--- src/rtl/channel_command_stream_parser_core_defines.svh ---
// Assertion macros shared by the command stream parser RTL.
`ifndef CHANNEL_COMMAND_STREAM_PARSER_CORE_DEFINES_SVH
`define CHANNEL_COMMAND_STREAM_PARSER_CORE_DEFINES_SVH

// Same-cycle implication, checked outside reset.
`define CCSP_ASSERT_NOW(name, clk, rstn, ante, cons) \
	name: assert property (@(posedge clk) disable iff (!rstn) (ante) |-> (cons)) \
		else $error("ccsp assertion failed");

// Next-cycle implication, checked outside reset.
`define CCSP_ASSERT_NEXT(name, clk, rstn, ante, cons) \
	name: assert property (@(posedge clk) disable iff (!rstn) (ante) |=> (cons)) \
		else $error("ccsp assertion failed");

`endif

--- src/rtl/ccsp_pkg.sv ---
// Package with opcodes, result codes, types and helpers of the command stream parser.
`timescale 1ns / 1ps

package ccsp_pkg;

	localparam logic [3:0] OPC_SET_CLASS = 4'd0;
	localparam logic [3:0] OPC_INCR      = 4'd1;
	localparam logic [3:0] OPC_NONINCR   = 4'd2;
	localparam logic [3:0] OPC_MASK      = 4'd3;
	localparam logic [3:0] OPC_IMM       = 4'd4;

	localparam logic KIND_WRITE       = 1'b0;
	localparam logic KIND_UNSUPPORTED = 1'b1;

	typedef logic [31:0] word_t;
	typedef logic [9:0]  class_t;
	typedef logic [11:0] offset_t;
	typedef logic [15:0] slot_mask_t;
	typedef logic [15:0] count_t;

	typedef struct packed {
		logic    kind;
		class_t  unit_class;
		offset_t method_index;
		word_t   payload;
	} result_t;

	// Index of the lowest set bit, zero when no bit is set.
	function automatic logic [3:0] lowest_set(input slot_mask_t m);
		logic [3:0] idx;
		idx = 4'd0;
		for (int i = 15; i >= 0; i--) begin
			if (m[i]) begin
				idx = 4'(i);
			end
		end
		return idx;
	endfunction

endpackage

--- src/rtl/ccsp_word_if.sv ---
// Channel carrying raw command stream words.
`timescale 1ns / 1ps

interface ccsp_word_if;
	logic        valid;
	logic        ready;
	logic [31:0] word;

	modport source (output valid, output word, input ready);
	modport sink (input valid, input word, output ready);
endinterface

--- src/rtl/ccsp_result_if.sv ---
// Channel carrying parser results (method writes and unsupported reports).
`timescale 1ns / 1ps

interface ccsp_result_if;
	logic        valid;
	logic        ready;
	logic        kind;
	logic [9:0]  unit_class;
	logic [11:0] method_index;
	logic [31:0] payload;

	modport source (output valid, output kind, output unit_class, output method_index,
		output payload, input ready);
	modport sink (input valid, input kind, input unit_class, input method_index,
		input payload, output ready);
endinterface

--- src/rtl/channel_command_stream_parser_core.sv ---
// Top level of the channel command stream parser: word decode, method state, result register.
//
//   channel | dir | fields                                       | handshake
//   --------+-----+----------------------------------------------+------------
//   cmd     | in  | word[31:0]                                   | valid/ready
//   res     | out | kind, unit_class[9:0], method_index[11:0],   | valid/ready
//           |     | payload[31:0]                                |
//
// One item per cycle sustained unless a result is blocked; an accepted word passes through the
// input register, then decode and state update, into the result register.
// The decode step reads and writes the method state in the same cycle, so words that
// follow each other back to back see the state left by the word before.
// arst_n clears the pending mask, count, base, increment flag, class and valid bits.
// A stalled result only holds words that produce a result; words that only load state
// keep flowing. cmd.ready falls only while the input register is full and blocked.
`timescale 1ns / 1ps
`include "channel_command_stream_parser_core_defines.svh"

module channel_command_stream_parser_core (
	input logic           clk,
	input logic           arst_n,
	ccsp_word_if.sink     cmd,
	ccsp_result_if.source res
);
	import ccsp_pkg::*;

	// Input register
	logic  valid_s1;
	word_t word_s1;

	// Method state
	slot_mask_t pend_mask_q;
	count_t     pend_cnt_q;
	offset_t    base_q;
	logic       auto_inc_q;
	class_t     class_q;

	// Result register
	logic    res_valid_q;
	result_t res_q;

	// Decode signals
	logic       [3:0] opc;
	offset_t    off;
	logic       [15:0] val;
	logic       mask_nz;
	logic       cnt_nz;
	logic       [3:0] slot;
	logic       emit;
	logic       adv;
	result_t    res_d;
	slot_mask_t pend_mask_d;
	count_t     pend_cnt_d;
	offset_t    base_d;
	logic       auto_inc_d;
	class_t     class_d;

	assign opc     = word_s1[31:28];
	assign off     = word_s1[27:16];
	assign val     = word_s1[15:0];
	assign mask_nz = |pend_mask_q;
	assign cnt_nz  = |pend_cnt_q;
	assign slot    = lowest_set(pend_mask_q);

	// Decode the held word against the current method state
	always_comb begin
		pend_mask_d = pend_mask_q;
		pend_cnt_d  = pend_cnt_q;
		base_d      = base_q;
		auto_inc_d  = auto_inc_q;
		class_d     = class_q;
		emit        = 1'b0;
		res_d.kind         = KIND_WRITE;
		res_d.unit_class   = class_q;
		res_d.method_index = base_q;
		res_d.payload      = word_s1;
		if (mask_nz) begin
			// Masked payload: write to base plus lowest pending slot, drop that slot
			pend_mask_d = pend_mask_q & ~(slot_mask_t'(1) << slot);
			res_d.method_index = base_q + offset_t'(slot);
			emit = 1'b1;
		end else if (cnt_nz) begin
			// Counted payload: write to base, advance base when incrementing
			pend_cnt_d = pend_cnt_q - count_t'(1);
			if (auto_inc_q) begin
				base_d = base_q + offset_t'(1);
			end
			emit = 1'b1;
		end else begin
			case (opc)
				OPC_SET_CLASS: begin
					pend_mask_d = {10'b0, val[5:0]};
					base_d      = off;
					class_d     = val[15:6];
				end
				OPC_INCR, OPC_NONINCR: begin
					pend_cnt_d = val;
					base_d     = off;
					auto_inc_d = (opc == OPC_INCR);
				end
				OPC_MASK: begin
					pend_mask_d = val;
					base_d      = off;
				end
				OPC_IMM: begin
					base_d = off;
					res_d.method_index = off;
					res_d.payload      = {20'b0, val[11:0]};
					emit = 1'b1;
				end
				default: begin
					res_d.kind         = KIND_UNSUPPORTED;
					res_d.method_index = '0;
					res_d.payload      = '0;
					emit = 1'b1;
				end
			endcase
		end
	end

	// Advance unless a result is due and the result register is blocked
	assign adv       = valid_s1 && (!emit || !res_valid_q || res.ready);
	assign cmd.ready = !valid_s1 || adv;

	// Hold the incoming word
	always_ff @(posedge clk or negedge arst_n) begin
		if (!arst_n) begin
			valid_s1 <= 1'b0;
		end else if (cmd.ready) begin
			valid_s1 <= cmd.valid;
		end
	end

	always_ff @(posedge clk) begin
		if (cmd.ready && cmd.valid) begin
			word_s1 <= cmd.word;
		end
	end

	// Update method state as each word leaves the input register
	always_ff @(posedge clk or negedge arst_n) begin
		if (!arst_n) begin
			pend_mask_q <= '0;
			pend_cnt_q  <= '0;
			base_q      <= '0;
			auto_inc_q  <= 1'b0;
			class_q     <= '0;
		end else if (adv) begin
			pend_mask_q <= pend_mask_d;
			pend_cnt_q  <= pend_cnt_d;
			base_q      <= base_d;
			auto_inc_q  <= auto_inc_d;
			class_q     <= class_d;
		end
	end

	// Load or drain the result register
	always_ff @(posedge clk or negedge arst_n) begin
		if (!arst_n) begin
			res_valid_q <= 1'b0;
		end else if (adv && emit) begin
			res_valid_q <= 1'b1;
		end else if (res.ready) begin
			res_valid_q <= 1'b0;
		end
	end

	always_ff @(posedge clk) begin
		if (adv && emit) begin
			res_q <= res_d;
		end
	end

	assign res.valid        = res_valid_q;
	assign res.kind         = res_q.kind;
	assign res.unit_class   = res_q.unit_class;
	assign res.method_index = res_q.method_index;
	assign res.payload      = res_q.payload;

	// A masked payload word retires exactly one pending slot
	`CCSP_ASSERT_NEXT(a_mask_drops_one, clk, arst_n, adv && mask_nz,
		($countones(pend_mask_q) + 1) == $countones($past(pend_mask_q)))
	// A counted payload word lowers the count by one
	`CCSP_ASSERT_NEXT(a_count_drops_one, clk, arst_n, adv && !mask_nz && cnt_nz,
		pend_cnt_q == ($past(pend_cnt_q) - count_t'(1)))
	// Every payload word yields a result
	`CCSP_ASSERT_NEXT(a_payload_emits, clk, arst_n, adv && (mask_nz || cnt_nz), res_valid_q)
	// An unsupported report carries no write
	`CCSP_ASSERT_NOW(a_unsupported_empty, clk, arst_n,
		res_valid_q && (res_q.kind == KIND_UNSUPPORTED),
		(res_q.method_index == '0) && (res_q.payload == '0))

endmodule

--- src/flat_wrapper.sv ---
// flat-port wrapper written by rule: the top's interface ports become plain ports
module channel_command_stream_parser_core_flat import ccsp_pkg::*;
  (clk, arst_n, cmd_valid, cmd_word, cmd_ready, res_valid, res_kind, res_unit_class, res_method_index, res_payload, res_ready);
  ccsp_word_if cmd_i ();
  ccsp_result_if res_i ();
  input logic clk;
  input logic arst_n;
  input wire logic [$bits(cmd_i.valid)-1:0] cmd_valid;
  input wire logic [$bits(cmd_i.word)-1:0] cmd_word;
  output wire logic [$bits(cmd_i.ready)-1:0] cmd_ready;
  output wire logic [$bits(res_i.valid)-1:0] res_valid;
  output wire logic [$bits(res_i.kind)-1:0] res_kind;
  output wire logic [$bits(res_i.unit_class)-1:0] res_unit_class;
  output wire logic [$bits(res_i.method_index)-1:0] res_method_index;
  output wire logic [$bits(res_i.payload)-1:0] res_payload;
  input wire logic [$bits(res_i.ready)-1:0] res_ready;
  assign cmd_i.valid = cmd_valid;
  assign cmd_i.word = cmd_word;
  assign cmd_ready = cmd_i.ready;
  assign res_valid = res_i.valid;
  assign res_kind = res_i.kind;
  assign res_unit_class = res_i.unit_class;
  assign res_method_index = res_i.method_index;
  assign res_payload = res_i.payload;
  assign res_i.ready = res_ready;
  channel_command_stream_parser_core u_core (.clk(clk), .arst_n(arst_n), .cmd(cmd_i), .res(res_i));
endmodule
--- config.mk ---
export PLATFORM = sky130hd
export DESIGN_NAME = channel_command_stream_parser_core_flat
export DESIGN_NICKNAME = d
export VERILOG_FILES = /design/src/rtl/ccsp_pkg.sv /design/src/rtl/ccsp_word_if.sv /design/src/rtl/ccsp_result_if.sv /design/src/rtl/channel_command_stream_parser_core.sv /design/src/flat_wrapper.sv
export VERILOG_INCLUDE_DIRS = /design/src /design/src/rtl
export SDC_FILE = /design/constraint.sdc
export NUM_CORES = 1
export LEC_CHECK = 0
export BUFFER_PORTS_ARGS = -buffer_cell sky130_fd_sc_hd__buf_4
export CORE_ASPECT_RATIO = 0.9
export CORE_MARGIN = 4
export CORE_UTILIZATION = 40
export CTS_BUF_LIST = sky130_fd_sc_hd__clkbuf_2
export CTS_CLUSTER_SIZE = 16
export DETAILED_ROUTE_END_ITERATION = 6
export GPL_ROUTABILITY_DRIVEN = 0
export PLACE_DENSITY_LB_ADDON = 0.15
export REMOVE_ABC_BUFFERS = 1
export SLEW_MARGIN = 20
export SYNTH_ARGS = -nofsm -noshare
export SYNTH_HDL_FRONTEND = slang
export SYNTH_SLANG_ARGS = --single-unit
--- constraint.sdc ---
create_clock -name clk -period 5.55 [get_ports clk]
set_clock_uncertainty 0.05 [all_clocks]
set_input_delay 0.2775 -clock clk [delete_from_list [all_inputs] [get_ports clk]]
set_output_delay 0.2775 -clock clk [all_outputs]
set_load 0.05 [all_outputs]
Word-level counts from Yosys, hierarchy flattened
Cells that the tools add are included.

storage, ports and cells
  flip-flop bits (word level) = 144
  input bits = 36
  output and inout bits = 57
  word-level logic and storage cells = 85

operators by class
  add/subtract/negate cells = 3
  equality and inequality tests = 6
  shifts and indexed selects = 1
  muxes and demuxes = 34
  bitwise operators = 4
  reductions and logical operators = 25

operators with widths
  operator                                              count
  one-hot mux 44 bit (2 select lines)                   1
  2-to-1 mux 16 bit                                     4
  2-to-1 mux 4 bit                                      16
  2-to-1 mux 12 bit                                     4
  2-to-1 mux 44 bit                                     1
  2-to-1 mux 32 bit                                     1
  one-hot mux 16 bit (2 select lines)                   1
  OR reduction 16 bit                                   2
  OR reduction 32 bit                                   1
  AND 16 bit                                            1
  inverter 16 bit                                       1
  << shifter 1 x 4 -> 16 bit (first input constant)     1
  subtractor 16 x 1 -> 16 bit (second input constant)   1
  adder 12 x 1 -> 12 bit (second input constant)        1
  adder 12 x 4 -> 12 bit                                1
  AND reduction 4 bit                                   3
  equality test 4 x 2 -> 1 bit (second input constant)  2
  2-to-1 mux 1 bit                                      6
  AND reduction 3 bit                                   2
  nonzero test 2 bit                                    3
  OR reduction 5 bit                                    1
  equality test 4 x 1 -> 1 bit (second input constant)  1
  equality test 4 x 3 -> 1 bit (second input constant)  1
  zero test 4 bit                                       1
  other kinds (8)                                       16

Longest topological paths before layout
Gate-level depths: netlist of the first run.

  word-level depth = 20
  gate-level depth with buffers = 14
  depth with buffers taken out = 14

Least setup slack after synthesis of the first run
Ideal clock, no wire load.

  path type = flip-flop to flip-flop
  start = register u_core.pend_cnt_q[0]
  end = register u_core.res_q, in the netlist u_core.res.kind, enable pin
  setup time = 0.501 ns
  arrival time = 4.282 ns
  required time = 4.999 ns
  setup slack = 0.717 ns
  cell stages (with the launch flop) = 9
  path buffers = 3
  clock period less this slack = 4.833 ns
  path through = dfrtp_1 -> inv_1 -> ha_1 -> and3_1 -> clkbuf_1 -> and3_1 -> buf_4 -> clkbuf_1 -> a31oi_1

on the way
  word-level cells in the longest chain between the ends = 8

RTL lines
  element                         RTL line                                   text
  start, declared                 channel_command_stream_parser_core.sv:33   count_t pend_cnt_q;
  start signal, assigned          channel_command_stream_parser_core.sv:150  pend_cnt_q <= pend_cnt_d;
  OR reduction 16 bit (*)         channel_command_stream_parser_core.sv:62   assign cnt_nz = |pend_cnt_q;
  2-to-1 mux 1 bit (*)            channel_command_stream_parser_core.sv:82   end else if (cnt_nz) begin
  2-to-1 mux 1 bit (*)            channel_command_stream_parser_core.sv:77   if (mask_nz) begin
  zero test 1 bit                 channel_command_stream_parser_core.sv:122  assign adv = valid_s1 && (!emit || !res_valid_q || res.ready);
  logical OR 1 bit (2 in series)  channel_command_stream_parser_core.sv:122
  logical AND 1 bit               channel_command_stream_parser_core.sv:122
  logical AND 1 bit (*)           channel_command_stream_parser_core.sv:169  if (adv && emit) begin
  end signal, assigned            channel_command_stream_parser_core.sv:170  res_q <= res_d;
  end, declared                   channel_command_stream_parser_core.sv:40   result_t res_q;

Mark *: on every way between the ends. The rest lies on a longest branch, timed or not.
A chain may end at the register's enable or synchronous reset.

==> reports/qor.yml, run 1 <==
outcome:
  status: "finished, final reports clean"
setup_path:
  critPathTopFamily: "compound AO/OA/AOI/OAI gates"
  worstPathRequired_ns: 6.01
  start_kind: "register"
  worstSetupPathType: "reg -> reg"
  cpMostUsedCell: "nor2_1"
  endpoint_kind: "register"
  slowest_stage: "nor4_1"
  startpoint: "u_core.pend_mask_q[14]$_DFFE_PN0P_"
  slowest_delay_ns: 0.60
  critPathBufInv: 1
  worstPathCellList: "nand2b_1, a21oi_1, o21bai_1, a2111oi_0, buf_4, nor2_1, nor2_1, ha_1, a21o_1, a211oi_1, nor4_1, a31oi_1, o311ai_0, nand3_1"
  arrival_ns: 4.30
  reg2reg_from: "u_core.pend_mask_q[14]$_DFFE_PN0P_"
  path_max_fanout: 7
placement:
  place_area_um2: 7586
  numPortBuffers: 92
  dpl.hpwl_mm: 11.10
timing:
  hold_viol_final: 0
  setup_viol_count_final: 0
  finalCritPeriodShare_pct: 69.15
  rsz0062_at_grt: "no"
  timing.final.crit_period_ns: 3.838
  drv_slew: 0
  tightest_slew_ns: 1.072
  max_slew_margin_pct: 27.10
  setup-tns-final_ns: 0
  fmax_mhz: 260.6
cells_and_area:
  nFillCells: 1465
  nets: 743
  final_area_um2: 8187
  drive_gt1_share_pct: 23.39
  regArea_um2: 4039
  areaGrowthSynthToFinish_pct: 23.10
  multi_input_area_um2: 2455
power_and_ir_drop:
  seqPwrFrac_pct: 51.4
  p_int_w: 0.001652
  switchingPower_w: 0.0008306
  sw_frac_of_total_pct: 33.45
  power_density_nw_per_um2: 303.3
  p_leak_nw: 3.364
  peakVddDrop_mv: 0.1633
  power_frac_comb_pct: 23.6
  power_frac_clock_pct: 25.1
detailed_routing:
  drcViolationCount: 0
  drtPass1Iterations: 5
  first_iter_violations: 549
  viasPerCell: 5.596
  postRouteAntennaNets: 0
  wl_per_cell_um: 18.02
  finalWirelength_mm: 16.63
  routed-via-count: 5165
synthesis:
  synth_area_um2: 6650
  synth_area_leader_cell: "edfxtp_1"
  ys_ff_latch: 144
  ys_warn_count: 0
  synthFlopType: "edfxtp_1"
  ys_seq_area_share_pct: 60.73
  synthTopCellsByArea: "edfxtp_1 39%, dfrtp_1 21%, a21oi_1 2.9%"
  synth_cell_types: 64
  synth_area_per_cell_um2: 11.65
  synth_commonest_cells: "87 x edfxtp_1, 57 x dfrtp_1, 48 x nand2_1"
  synth_edf_count: 87
  synth.top_cell.area_share_pct: 39.29
  async_reset_ff_share_pct: 39.58
  syn_inst: 571
  yosysMostFrequentCell: "edfxtp_1"
floorplan:
  die_area_um2: 18760
  die_y_um: 130.3
  ios: 93
  core_um2: 16240
  fp.dieW_um: 143.9
  rows: 44
  initial_core_util_pct: 40.95
clock_network:
  post-cts-setup-buffers: 0
  cts-root-buf: "clkbuf_2"
  cts_buffers: 17
  clockBufferDepth: 2
  cts_tree: "built"
  cts.sinks: 144
  clkTransAtPathRegs_ns: 0.23
  htree_levels: 4
  worst_skew_pair.late_latency_ns: 0.74
global_route:
  grt_pass1_wl_mm: 25.77
  grt_max_degree: 58
  grt_pass1_vias: 4800
  gr-total-overflow: 0
  antenna_found_initial: 1
  grt_use_total_pct: 18.07
flow_run:
  maxCapViolCount: 0
hold_path:
  hold_class: "in -> async"
-- per-layer routing --
| layer | vias up | global-route usage (%) | routed length (um) |
|---|---|---|---|
| met2 | 216 | 26.71 | 7368 |
| met4 | 0 | 5.371 | 255 |
| met5 | - | 0 | 0 |
| met3 | 25 | 4.471 | 1140 |
| met1 | 2516 | 26.45 | 7867 |
| li1 | 2408 | - | - |
-- layout make-up --
| class | instances | area share (%) |
|---|---|---|
| multi-input combinational | 382 | 29.99 |
| inverter | 20 | 0.9170 |
| antenna | 2 | 0.06113 |
| tap | 207 | 3.164 |
| clock buffer | 18 | 1.100 |
| timing repair buffer | 136 | 13.54 |
| clock inverter | 14 | 1.895 |
| sequential | 144 | 49.34 |
-- through the flow --
stage	hold slack (ns)	util (%)	std cells	power, W	worst slack [ns]
finish	0.07540	50.41	923	0.002483	1.712
global route	0.04510	50.41	923	0.002609	1.413
CTS	0.05261	50.38	921	0.002507	1.725
detailed placement	0.3695	46.71	854	0.001862	1.754
global placement	0.3609	46.71	854	0.001853	2.008
floorplan	-0.06809	-	546	0.001668	0.8414
-- flip-flops by register name, summed over array words and instances, names as in the netlist, 10 cells and up --
signal,count
u_core.res.unit_class,10
u_core.word_s1,32
u_core.res.payload,32
u_core.class_q,10
u_core.res.method_index,12
u_core.base_q,12
u_core.pend_mask_q,16
u_core.pend_cnt_q,16
-- logic make-up after synthesis --
family	count (synthesis)	share of synthesized area, %
AO/OA/AOI/OAI	138	13.49
AND/OR/NAND/NOR	211	16.93
flip-flops	144	60.73
XOR/XNOR	6	0.7902
buffers and inverters	45	2.747
adder cells (fa/ha/maj)	6	1.242
multiplexers	21	4.064
-- cell usage in the layout (no fill, tap or decap), types with 3 or more instances in the layout --
cell type,instances
inv_1,20
and2_1,20
or4_1,5
mux2_2,8
nand2_1,48
nand3_1,16
dfrtp_1,57
dlygate4sd3_1,35
and3_1,7
o31ai_1,6
nand4_1,9
clkbuf_2,18
buf_4,101
nor2b_1,15
a22o_1,6
nor3_1,12
a22oi_1,6
o31a_1,4
edfxtp_1,87
xnor2_1,4
nand2b_1,3
o21ai_0,35
a31oi_1,3
a21oi_1,39
mux2_4,10
a221o_1,5
o22ai_1,4
or2_2,4
nor2_1,44
clkinv_4,3
inv_6,5
nor4_1,10
a211oi_1,3
a221oi_1,7
ha_1,5
-- final timing paths --
path,end,slack [ns],depth (start not counted)
min in group clk,u_core.word_s1[0]$_DFFE_PP_,0.19,2
min,u_core.class_q[4]$_DFFE_PN0P_,0.08,2
max,u_core.res.method_index[11]$_DFFE_PP_,1.71,14
max in group asynchronous,u_core.base_q[7]$_DFFE_PN0P_,4.82,2
max reg2reg,u_core.res.method_index[11]$_DFFE_PP_,1.71,14
min reg2reg,u_core.res.unit_class[7]$_DFFE_PP_,0.43,0
-- repair_timing --
item,4_1_cts,5_1_grt
hold buffers,35,0
resized for setup,0,0
endpoints found under the hold margin,91,0
-- power groups by stage --
stage	clock [W]	combinational [W]	sequential (W)
finish	0.000623	0.000585	0.00128
global route	0.000694	0.000629	0.00129
detailed placement	0	0.000564	0.00130
floorplan	0	0.000219	0.00145
global placement	0	0.000557	0.00130
CTS	0.000645	0.000586	0.00128
No activity file was read; power rests on OpenSTA's default activity.
==> run 2, diff against run 1 <==
--- a/config.mk
+++ b/config.mk
@@ -6,6 +6,7 @@
 export SDC_FILE = /design/constraint.sdc
 export NUM_CORES = 1
 export LEC_CHECK = 0
+export ABC_AREA = 1
 export BUFFER_PORTS_ARGS = -buffer_cell sky130_fd_sc_hd__buf_4
 export CORE_ASPECT_RATIO = 0.9
 export CORE_MARGIN = 4
==> constraint.sdc (replaced) <==
create_clock -name clk -period 3.4 [get_ports clk]
set_clock_uncertainty 0.05 [all_clocks]
set_input_delay 0.17 -clock clk [delete_from_list [all_inputs] [get_ports clk]]
set_output_delay 0.17 -clock clk [all_outputs]
set_load 0.05 [all_outputs]
==> run 2 against run 1 <==
Hold slack improved by 0.030 ns. Register-to-register slack worse by 1.4 ns. Total power grew 84%. Non-clock buffer count grew 12.
==> reports/qor.yml, run 2 <==
cells_and_area:
  multi_input_area_um2: 2390
  mostFrequentLayoutCells: "111 x buf_4, 109 x nand2_1, 104 x inv_1"
  mostFrequentLayoutCell: "buf_4"
  drive_gt1_share_pct: 23.51
  nFillCells: 1600
  nets: 918
  areaGrowthSynthToFinish_pct: 23.78
  regArea_um2: 4039
detailed_routing:
  first_iter_violations: 462
  routed-via-count: 5641
  drcViolationCount: 0
  postRouteAntennaNets: 0
  finalWirelength_mm: 17.77
  viasPerCell: 5.014
  wl_per_cell_um: 15.80
  drtPass1Iterations: 7
synthesis:
  synth_commonest_cells: "110 x nand2_1, 106 x inv_1, 87 x edfxtp_1"
  synth_edf_count: 87
  synth_compound_area_share_pct: 13.45
  synthAdderAreaFrac_pct: 1.180
  synth_area_um2: 6997
  ys_ff_latch: 144
  ys_seq_area_share_pct: 57.73
  synth_area_leader_cell: "edfxtp_1"
  synth_top_family_by_area: "simple AND/OR/NAND/NOR gates"
  synthSimpleGateAreaFrac_pct: 17.42
  yosysMostFrequentCell: "nand2_1"
  async_reset_ff_share_pct: 39.58
  synthFlopType: "edfxtp_1"
  synth_xor_area_share_pct: 2.003
  synth_cell_types: 50
  ys_warn_count: 0
  synthMuxAreaShare_pct: 0
  synthTopCellsByArea: "edfxtp_1 37%, dfrtp_1 20%, nand2_1 5.9%"
  synth.top_cell.area_share_pct: 37.34
  syn_inst: 727
  synth_area_per_cell_um2: 9.624
clock_network:
  cts-root-buf: "clkbuf_2"
  cts.sinks: 144
  htree_levels: 4
  clkTransAtPathRegs_ns: 0.21
  worst_skew_pair.late_latency_ns: 0.71
  clockBufferDepth: 2
  cts_buffers: 17
  cts_tree: "built"
floorplan:
  die_y_um: 133.5
  initial_core_util_pct: 41.15
  fp.dieW_um: 147.4
  rows: 45
  ios: 93
  die_area_um2: 19670
  core_um2: 17000
setup_path:
  slowest_delay_ns: 0.42
  critPathTopFamily: "simple AND/OR/NAND/NOR gates"
  path_max_fanout: 4
  slowest_stage: "dfrtp_1"
  cpMostUsedCell: "nand2_1"
  start_kind: "register"
  worstSetupPathType: "reg -> reg"
  critPathBufInv: 4
  endpoint_kind: "register"
  arrival_ns: 3.54
  worstPathRequired_ns: 3.82
power_and_ir_drop:
  power_density_nw_per_um2: 527.1
  power_frac_clock_pct: 23.8
  peakVddDrop_mv: 0.3059
  p_int_w: 0.002989
  switchingPower_w: 0.001577
  power_frac_comb_pct: 28.7
  seqPwrFrac_pct: 47.6
  sw_frac_of_total_pct: 34.54
  p_leak_nw: 4.029
placement:
  dpl.hpwl_mm: 12.32
  dp_slack_ns: 0.2138
  numPortBuffers: 92
timing:
  hold_viol_final: 0
  tightest_slew_ns: 0.7545
  finalCritPeriodShare_pct: 91.80
  drv_slew: 0
  fin_ws_ns: 0.2789
  setup_viol_count_final: 0
  max_slew_margin_pct: 49.70
  setup-tns-final_ns: 0
  whs_ns: 0.1057
  fmax_mhz: 320.4
  rsz0062_at_grt: "no"
  timing.final.crit_period_ns: 3.121
global_route:
  grt_pass1_wl_mm: 28.61
  gr-total-overflow: 0
  grt_pass1_vias: 5398
  grt_max_degree: 56
  grt_use_total_pct: 18.56
  antenna_found_initial: 1
hold_path:
  hold_class: "in -> reg"
outcome:
  status: "finished, final reports clean"
flow_run:
  maxCapViolCount: 0
## run 2: power by group through the flow
stage / combinational [W] / clock, W / sequential, W
4_1_cts: 0.00128 / 0.00112 / 0.00217
6_report: 0.00131 / 0.00108 / 0.00217
3_5_place_dp: 0.00124 / 0 / 0.00221
3_3_place_gp: 0.00123 / 0 / 0.00221
2_1_floorplan: 0.000468 / 0 / 0.00258
5_1_grt: 0.00143 / 0.00121 / 0.00219
## run 2: layout make-up
type,instances,area share [%]
Timing Repair Buffer,148,13.90
Multi-Input combinational cell,442,27.59
Inverter,123,5.374
Antenna cell,1,0.02889
Clock inverter,12,1.921
Tap cell,235,3.395
Clock buffer,20,1.156
Sequential cell,144,46.63
## run 2: worst paths after layout
| check | start | endpoint | depth (start not counted) | slack, ns |
|---|---|---|---|---|
| setup / recovery | u_core.pend_mask_q[14]$_DFFE_PN0P_ | u_core.res.method_index[8]$_DFFE_PP_ | 27 | 0.28 |
| hold / removal | cmd_word[31] | u_core.word_s1[31]$_DFFE_PP_ | 2 | 0.11 |
| setup reg to reg | u_core.pend_mask_q[14]$_DFFE_PN0P_ | u_core.res.method_index[8]$_DFFE_PP_ | 27 | 0.28 |
| hold reg to reg | u_core.class_q[7]$_DFFE_PN0P_ | u_core.res.unit_class[7]$_DFFE_PP_ | 0 | 0.43 |
| max in group asynchronous | arst_n | u_core.base_q[4]$_DFFE_PN0P_ | 4 | 1.56 |
| min in group asynchronous | arst_n | u_core.pend_mask_q[15]$_DFFE_PN0P_ | 3 | 0.55 |
## run 2: timing repair
| action | CTS | global route |
|---|---|---|
| endpoints found under the hold margin | 92 | 0 |
| hold buffers | 37 | 0 |
| resized for setup | 0 | 3 |
| setup endpoints to repair | 0 | 4 |
| buffers inserted | 0 | 3 |
## run 2: per-stage QoR
| stage | total power, W | instance area, um2 | std cells | util [%] |
|---|---|---|---|---|
| global placement | 0.003433 | 7991 | 1052 | 47.00 |
| floorplan | 0.003045 | 6887 | 709 | - |
| CTS | 0.004574 | 8628 | 1121 | 50.74 |
| detailed placement | 0.003448 | 7991 | 1052 | 47.00 |
| finish | 0.004565 | 8661 | 1125 | 50.93 |
| global route | 0.004821 | 8661 | 1125 | 50.93 |
## run 2: logic make-up (layout without fill, tap and decap cells)
logic type / count (synthesis) / in the layout
xor gates and xnor gates: 16 / 16
other: 0 / 1
AOI/OAI and AO/OA: 152 / 152
and+or+nand+nor: 268 / 268
adders and majority gates: 6 / 6
DFF: 144 / 144
buffers and inverters: 141 / 303
## run 2: routing by layer
metal | vias to the layer above | GRT usage (%) | part of all wire (%)
li1 | 2736 | - | -
met1 | 2709 | 25.67 | 46
met2 | 173 | 29.25 | 46
met3 | 23 | 4.932 | 6.4
met4 | 0 | 4.814 | 1.5
met5 | - | 0 | 0
## run 2: worst reg2reg max path, cell delays in order (launching register included)
cell     delay (ns)
dfrtp_1        0.42
inv_1          0.09
nand2_1        0.05
nand2_1        0.05
nand2_1        0.04
nand2_1        0.05
nand2_1        0.04
nand2_1        0.05
nand2_1        0.04
nand2_1        0.05
nand2_1        0.05
nand2_1        0.05
nand2_1        0.04
nand2_1        0.05
nand2_1        0.09
nand2_2        0.11
nand2_1        0.11
inv_1          0.08
ha_1           0.16
inv_1          0.05
fa_1           0.38
inv_2          0.08
nand4_1        0.11
nand3_2        0.13
nand4_1        0.12
or2_0          0.22
nand3_1        0.07
nand2_1        0.05
==> run 3, diff against run 2 <==
--- a/config.mk
+++ b/config.mk
@@ -6,7 +6,6 @@
 export SDC_FILE = /design/constraint.sdc
 export NUM_CORES = 1
 export LEC_CHECK = 0
-export ABC_AREA = 1
 export BUFFER_PORTS_ARGS = -buffer_cell sky130_fd_sc_hd__buf_4
 export CORE_ASPECT_RATIO = 0.9
 export CORE_MARGIN = 4
@@ -16,7 +15,6 @@
 export DETAILED_ROUTE_END_ITERATION = 6
 export GPL_ROUTABILITY_DRIVEN = 0
 export PLACE_DENSITY_LB_ADDON = 0.15
-export REMOVE_ABC_BUFFERS = 1
 export SLEW_MARGIN = 20
 export SYNTH_ARGS = -nofsm -noshare
 export SYNTH_HDL_FRONTEND = slang
==> constraint.sdc (replaced) <==
create_clock -name clk -period 3.72 [get_ports clk]
set_clock_uncertainty 0.05 [all_clocks]
set_input_delay 0.186 -clock clk [delete_from_list [all_inputs] [get_ports clk]]
set_output_delay 0.186 -clock clk [all_outputs]
set_load 0.05 [all_outputs]
==> run 3 against run 2 <==
Count of clock-buffer cells in the layout down 2. Final area down 3.3%. Via count down 7.4%. Register-to-register slack better by 0.03 ns. Sequential power down 12%. Sequential cell count unchanged. Setup slack better by 0.027 ns.
==> reports/qor.yml, run 3 (same netlist as run 1, synthesis figures left out) <==
outcome:
  status: "finished, final reports clean"
timing:
  fmax_mhz: 292.9
  hold_viol_final: 0
  tightest_slew_ns: 0.7795
  whs_ns: 0.1015
  setup-tns-final_ns: 0
  max_slew_margin_pct: 47.55
  drv_slew: 0
  finalCritPeriodShare_pct: 91.78
  timing.final.crit_period_ns: 3.414
  setup_viol_count_final: 0
setup_path:
  endpoint_kind: "register"
  worstPathCellList: "nand2b_1, a21oi_1, o21bai_1, a2111oi_2, nor2_1, nor2_1, ha_1, inv_1, fa_1, inv_1, a41oi_1, a211oi_1, nor2_1, a221o_1"
  start_kind: "register"
  slowest_delay_ns: 0.46
  slowest_stage: "dfrtp_1"
  cpMostUsedCell: "nor2_1"
  path_max_fanout: 5
  critPathTopFamily: "compound AO/OA/AOI/OAI gates"
  critPathBufInv: 2
  worstSetupPathType: "reg -> reg"
  arrival_ns: 3.87
  worstPathRequired_ns: 4.18
global_route:
  antenna_found_initial: 0
  grt_pass1_wl_mm: 27.07
  gr-total-overflow: 0
  grt_pass1_vias: 5059
  grt_max_degree: 58
  grt_use_total_pct: 18.77
detailed_routing:
  finalWirelength_mm: 17.09
  drtPass1Iterations: 5
  postRouteAntennaNets: 0
  routed-via-count: 5223
  wl_per_cell_um: 18.16
  first_iter_violations: 480
  drcViolationCount: 0
  viasPerCell: 5.550
power_and_ir_drop:
  peakVddDrop_mv: 0.2318
  finalPower_w: 0.003723
  p_leak_nw: 3.459
  power_density_nw_per_um2: 444.5
cells_and_area:
  areaGrowthSynthToFinish_pct: 25.95
  mostFrequentLayoutCell: "buf_4"
  diodes: 0
  nets: 763
  drive_gt1_share_pct: 24.80
  final_area_um2: 8376
  fin_util_pct: 51.57
  nFillCells: 1428
  mostFrequentLayoutCells: "113 x buf_4, 87 x edfxtp_1, 57 x dfrtp_1"
floorplan:
  die_area_um2: 18760
  fp.dieW_um: 143.9
  core_um2: 16240
  die_y_um: 130.3
  ios: 93
  initial_core_util_pct: 40.95
  rows: 44
clock_network:
  htree_levels: 4
  cts-root-buf: "clkbuf_2"
  cts_tree: "built"
  clockBufferDepth: 2
  worst_skew_pair.late_latency_ns: 0.74
  cts.sinks: 144
  clkTransAtPathRegs_ns: 0.20
  cts_buffers: 17
placement:
  place_area_um2: 7692
  numPortBuffers: 92
  dpl.hpwl_mm: 11.67
hold_path:
  hold_class: "in -> reg"
synthesis:
  syn_nets: 613
flow_run:
  maxCapViolCount: 0
[run 3: cell types whose count changed in the layout (fill, tap and decap cells not counted), sizes merged, moves of 8 or more]
cell / previous run / this run
inv: 122 / 21
nor3: 7 / 15
mux2: 0 / 18
nor4: 4 / 12
and2: 0 / 20
nor2: 89 / 44
nor2b: 0 / 16
o21ai: 69 / 35
nand2: 124 / 49
nand3: 27 / 16
o32ai: 8 / 0
xor2: 15 / 2
[run 3: final cells by class]
cell class	count	area, um2	area share [%]
clock buffer	18	90.09	1.076
clock inverter	14	142.6	1.703
inverter	20	75.07	0.8963
multi-input combinational	382	2464	29.41
sequential	144	4039	48.22
tap	207	259.0	3.092
timing repair buffer	156	1306	15.60
[run 3: worst register-to-register path: cells and delay by family (launching register included)]
kind,cells,cell delay [ns]
AOI/OAI and AO/OA,6,1.52
adders and majority gates,2,0.56
buffers and inverters,2,0.19
DFF,1,0.46
and+or+nand+nor,4,0.42
[run 3: layer usage]
metal	track usage, %	part of all wire, %
met5	0	0
met4	5.592	1.2
met3	5.020	7.0
met2	27.31	44
met1	27.61	48
[run 3: worst paths after layout]
kind | from | to | slack [ns] | depth (start not counted)
max | u_core.pend_mask_q[14]$_DFFE_PN0P_ | u_core.res.method_index[6]$_DFFE_PP_ | 0.31 | 14
min | cmd_word[5] | u_core.word_s1[5]$_DFFE_PP_ | 0.10 | 2
max reg2reg | u_core.pend_mask_q[14]$_DFFE_PN0P_ | u_core.res.method_index[6]$_DFFE_PP_ | 0.31 | 14
min reg2reg | u_core.class_q[9]$_DFFE_PN0P_ | u_core.res.unit_class[9]$_DFFE_PP_ | 0.43 | 0
max in group asynchronous | arst_n | u_core.class_q[7]$_DFFE_PN0P_ | 2.90 | 4
min in group asynchronous | arst_n | u_core.pend_cnt_q[12]$_DFFE_PN0P_ | 0.44 | 4
[run 3: timing repair]
action	CTS	global route
setup endpoints to repair	0	6
gates resized for setup	0	3
hold buffers	38	4
hold endpoints to repair	123	4
buffers inserted	0	0
[run 3: stage by stage]
step	setup WS [ns]	cells
after floorplan	0.02222	571
after global placement	0.3445	867
after detailed placement	0.2077	867
after CTS	0.1809	937
after global routing	-0.008461	941
final	0.3057	941
[run 3: power by group]
group	switching [W]	internal, W
clock network	0.000588	0.000306
logic	0.000576	0.000341
registers	0.0000758	0.00184
total	0.00124	0.00248
